`src/rtl/binary_trie_longest_prefix_match_unit_macros.svh`:
```
// Assertion macros for the binary trie longest prefix match unit.
// Used by files that carry concurrent checks; expects clk and rst_n in scope.
`ifndef BINARY_TRIE_LONGEST_PREFIX_MATCH_UNIT_MACROS_SVH
`define BINARY_TRIE_LONGEST_PREFIX_MATCH_UNIT_MACROS_SVH

// Same-cycle implication, disabled during reset
`define BTLPM_ASSERT_IMPL(lbl, ante, cons, msg) \
  lbl: assert property (@(posedge clk) disable iff (!rst_n) (ante) |-> (cons)) \
    else $error(msg);

// Next-cycle implication, disabled during reset
`define BTLPM_ASSERT_NEXT(lbl, ante, cons, msg) \
  lbl: assert property (@(posedge clk) disable iff (!rst_n) (ante) |=> (cons)) \
    else $error(msg);

`endif

```
`src/rtl/btlpm_pkg.sv`:
```
// Shared types and constants of the binary trie longest prefix match unit.
// No dependencies.
`default_nettype none

package btlpm_pkg;

  // Stream widths
  localparam int IN_DATA_W  = 168;
  localparam int IN_USER_W  = 3;
  localparam int OUT_DATA_W = 40;
  localparam int OUT_USER_W = 3;
  localparam int ADDR_W     = 128;

  // Operation codes
  localparam logic [1:0] OP_INSERT = 2'd0;
  localparam logic [1:0] OP_LOOKUP = 2'd1;
  localparam logic [1:0] OP_CLEAR  = 2'd2;

  // Result status codes
  localparam logic [2:0] STATUS_INSERTED = 3'd0;
  localparam logic [2:0] STATUS_KEPT     = 3'd1;
  localparam logic [2:0] STATUS_FULL     = 3'd2;
  localparam logic [2:0] STATUS_TOO_LONG = 3'd3;
  localparam logic [2:0] STATUS_DONE     = 3'd4;

  // Trie depths
  localparam logic [7:0] V4_BITS = 8'd32;
  localparam logic [7:0] V6_BITS = 8'd128;

  // Control of the address shift unit
  typedef struct packed {
    logic load;
    logic shift;
  } shift_ctrl_t;

endpackage

`default_nettype wire

```
`src/rtl/btlpm_addr_shift.sv`:
```
// Address shift unit: presents the address bit of the current trie depth.
// Depends on btlpm_pkg.
`default_nettype none

module btlpm_addr_shift (
  input  wire logic                          clk,
  input  wire btlpm_pkg::shift_ctrl_t        ctrl,
  input  wire logic [btlpm_pkg::ADDR_W-1:0]  load_addr,
  output logic                               msb
);

  logic [btlpm_pkg::ADDR_W-1:0] sh_r;

  // Load the full address, then move one bit per trie level
  always_ff @(posedge clk) begin
    if (ctrl.load) begin
      sh_r <= load_addr;
    end else if (ctrl.shift) begin
      sh_r <= {sh_r[btlpm_pkg::ADDR_W-2:0], 1'b0};
    end
  end

  assign msb = sh_r[btlpm_pkg::ADDR_W-1];

endmodule

`default_nettype wire

```
`config.mk`:
```
export PLATFORM = sky130hd
export DESIGN_NAME = btlpm_addr_shift
export DESIGN_NICKNAME = d
export VERILOG_FILES = /design/src/rtl/binary_trie_longest_prefix_match_unit_macros.svh /design/src/rtl/btlpm_pkg.sv /design/src/rtl/btlpm_addr_shift.sv
export SDC_FILE = /design/constraint.sdc
export NUM_CORES = 1
export LEC_CHECK = 0
export BUFFER_PORTS_ARGS = -buffer_cell sky130_fd_sc_hd__buf_2
export CAP_MARGIN = 20
export CORE_MARGIN = 1
export CORE_UTILIZATION = 35
export CTS_BUF_LIST = sky130_fd_sc_hd__clkbuf_8
export CTS_CLUSTER_SIZE = 28
export DETAILED_ROUTE_END_ITERATION = 16
export SLEW_MARGIN = 0
export SYNTH_ARGS = -nofsm -noshare
export SYNTH_HDL_FRONTEND = slang
export SYNTH_SLANG_ARGS = --single-unit
```
`constraint.sdc`:
```
create_clock -name clk -period 5.6 [get_ports clk]
set_input_delay 1.68 -clock clk [delete_from_list [all_inputs] [get_ports clk]]
set_output_delay 1.68 -clock clk [all_outputs]
set_load 0.005 [all_outputs]
```
==> impl_metrics.csv <==
group,metric,value,unit
status,status,"completed",
floorplanning,ios,132,
finish,largest-register,"sh_r",
cts,hold_buffers,0,
route,route.met2.wl,4054,microns
placement,placed_area,6210,sq um
hold_path,hold_class,"register to register",
worst_setup_path,worst_path_max_delay_cell,"or2_4",
cts,clk_latency,0.43,ns
cts,numCtsBuffers,17,
synth,synth_seq_cells,128,
placement,gp_congestion,0.6568,
synth,syn-num-nets,402,
worst_setup_path,critical_path_class,"input port to register",
sta,min_period_over_period,62.29,%
synth,syn_area_per_cell,20.07,sq um
placement,dp_hpwl,5789,microns
cts,htree_levels,4,
route,drc,0,
route,dr_total_vias,2792,
hold_path,hold_end,"sh_r[68]",
finish,largestRegisters,"sh_r x128",
sta,fin_setup_tns,0,ns
floorplanning,placementRows,45,
route,dr.pass1.iters,4,
power,total_power,2057,uW
sta,setup_violations,0,
sta,hold_violations,0,
floorplanning,core,15200,sq um
floorplanning,chipHeight,126.6,microns
cts,cts_tree,"built",
cts,cts.path.max_buffers,2,
cts,post_cts_resized,0,
power,cellPowerDensity,315.1,nW/um^2
finish,area.growth.synth_to_final,20.04,%
sta,slew_violations,0,
global_routing,grtUsageTotal,12.20,%
worst_setup_path,r2r_setup_slack,4.69,ns
synth,async_flop_share,0,%
route,top_layer,"met5",
finish,final_util,42.94,%
route,ant_nets,0,
global_routing,grt_pass1_vias,2832,
sta,whs,0.5436,ns
sta,relSlewSlack,39.51,%
synth,synth_area,5438,sq um
sta,max_freq,286.7,MHz
worst_setup_path,r2r_start,"sh_r[111]",
synth,synthTopCellsByArea,"edfxtp_1 71%, mux2_2 26%, buf_6 2.7%",
synth,ys_seq_area_share,70.69,%
synth,netlist_instances,271,
route,routedWlPerCell,15.07,microns
synth,synth_top_area_share,70.69,%
hold_path,hold_depth,1,
hold_path,hp-start,"sh_r[67]",
route,wl_met3,677,microns
synth,synth.most_common_cell,"edfxtp_1",
worst_setup_path,cp.required,5.69,ns
floorplanning,fp.dieArea,16040,sq um
synth,yosysWarnings,0,
worst_setup_path,worst-path-buf-inv,2,
synth,dominantRegCellSynth,"edfxtp_1",
cts,clockRootBuffer,"clkbuf_8",
synth,ys_types,6,
cts,numClockSinks,128,
floorplanning,die_w,126.6,microns
sta,rsz0062_at_grt,"no",
power,vdd_drop_max,148.9,uV
flow_run,drv_cap,0,
worst_setup_path,crit_family,"buffers and inverters",
sta,skew,0.008998,ns
worst_setup_path,timing.rr.end,"sh_r[112]",
global_routing,grt_max_degree,69,
global_routing,grt_pass1_wl,14410,microns
worst_setup_path,worstPathCellList,"buf_4, or2_4, buf_12",
placement,io_buffers,131,
sta,tightest_slew,0.9073,ns
finish,diodes,0,
global_routing,overflow,0,
worst_setup_path,critPathMaxFanout,66,
worst_setup_path,cpPeakStageDelay,0.86,ns
cts,postCtsSetupRepairBufs,0,
global_routing,grt_antenna_before_repair,1,
finish,drive_gt1_share,67.62,%
route,wl,9163,microns
route,met1Wirelength,4214,microns
worst_setup_path,cp_num_cells,3,
floorplanning,initial_core_util,35.77,%
synth,synth_common_cells,"128 x edfxtp_1, 127 x mux2_2, 13 x buf_6",
worst_setup_path,end_kind,"register",
synth,synth_edf_count,128,
sta,post-route-min-period,3.488,ns
worst_setup_path,reg2regPathDepth,1,
finish,largest_register_ff_count,128,
finish,fin_area,6528,sq um
power,p_leak,0.002517,uW
synth,yosys.area.top_type,"edfxtp_1",
cts,clk_pin_slew,0.07,ns
worst_setup_path,startpoint_type,"input port",
finish,nets,540,
route,drtIter0Drc,167,
route,viasPerCell,4.592,
worst_setup_path,cp.arrival,3.58,ns
[logic make-up (layout without fill, tap and decap cells)]
family,Yosys count,count (layout),share of synthesized area [%]
multiplexers,127,127,26.30
buffers and inverters,14,163,2.784
flip-flops,128,128,70.69
AND/OR/NAND/NOR,2,2,0.2302
[cells in the final DEF (no fill, tap or decap)]
master | synthesis | final
buf_2 | 1 | 130
edfxtp_1 | 128 | 128
mux2_2 | 127 | 127
clkbuf_8 | 0 | 17
clkinv_1 | 0 | 4
clkinv_2 | 0 | 4
inv_1 | 0 | 3
buf_4 | 0 | 2
or2_4 | 0 | 1
and2_1 | 1 | 1
clkinvlp_4 | 0 | 1
bufinv_16 | 0 | 1
buf_12 | 0 | 1
[metrics by stage]
stage / instances / setup slack, ns
after floorplan: 271 / 1.643
after global placement: 578 / 1.642
after detailed placement: 578 / 1.571
after CTS: 608 / 2.067
after global routing: 608 / 1.937
final: 608 / 2.112
[layout make-up]
type	instances	area, sq um
fillers	1368	8675
flip-flops and latches	128	3844
multi-input cells	129	1445
repair buffers	133	685.7
well taps	188	235.2
clock buffers	17	234.0
clock inverters	13	83.83
[power breakdown]
| part | switching, uW | internal [uW] |
|---|---|---|
| Sequential | 25.0 | 1180 |
| Combinational | 70.8 | 116 |
| Clock | 335 | 330 |
[metal layers]
layer / global-route usage, % / up-vias
li1: - / 1342
met1: 15.78 / 1341
met2: 17.29 / 91
met3: 5.272 / 16
met4: 6.378 / 2
met5: 0 / -
[worst max-delay path by stage]
stage                  from  slack [ns]       end
CTS                 ctrl[1]        2.07  sh_r[18]
detailed placement  ctrl[1]        1.57  sh_r[26]
global route        ctrl[1]        1.94  sh_r[26]
floorplan           ctrl[1]        1.64   sh_r[0]
finish              ctrl[1]        2.11  sh_r[26]
global placement    ctrl[1]        1.64  sh_r[14]
Note: power is estimated with default switching activity, not from simulation.
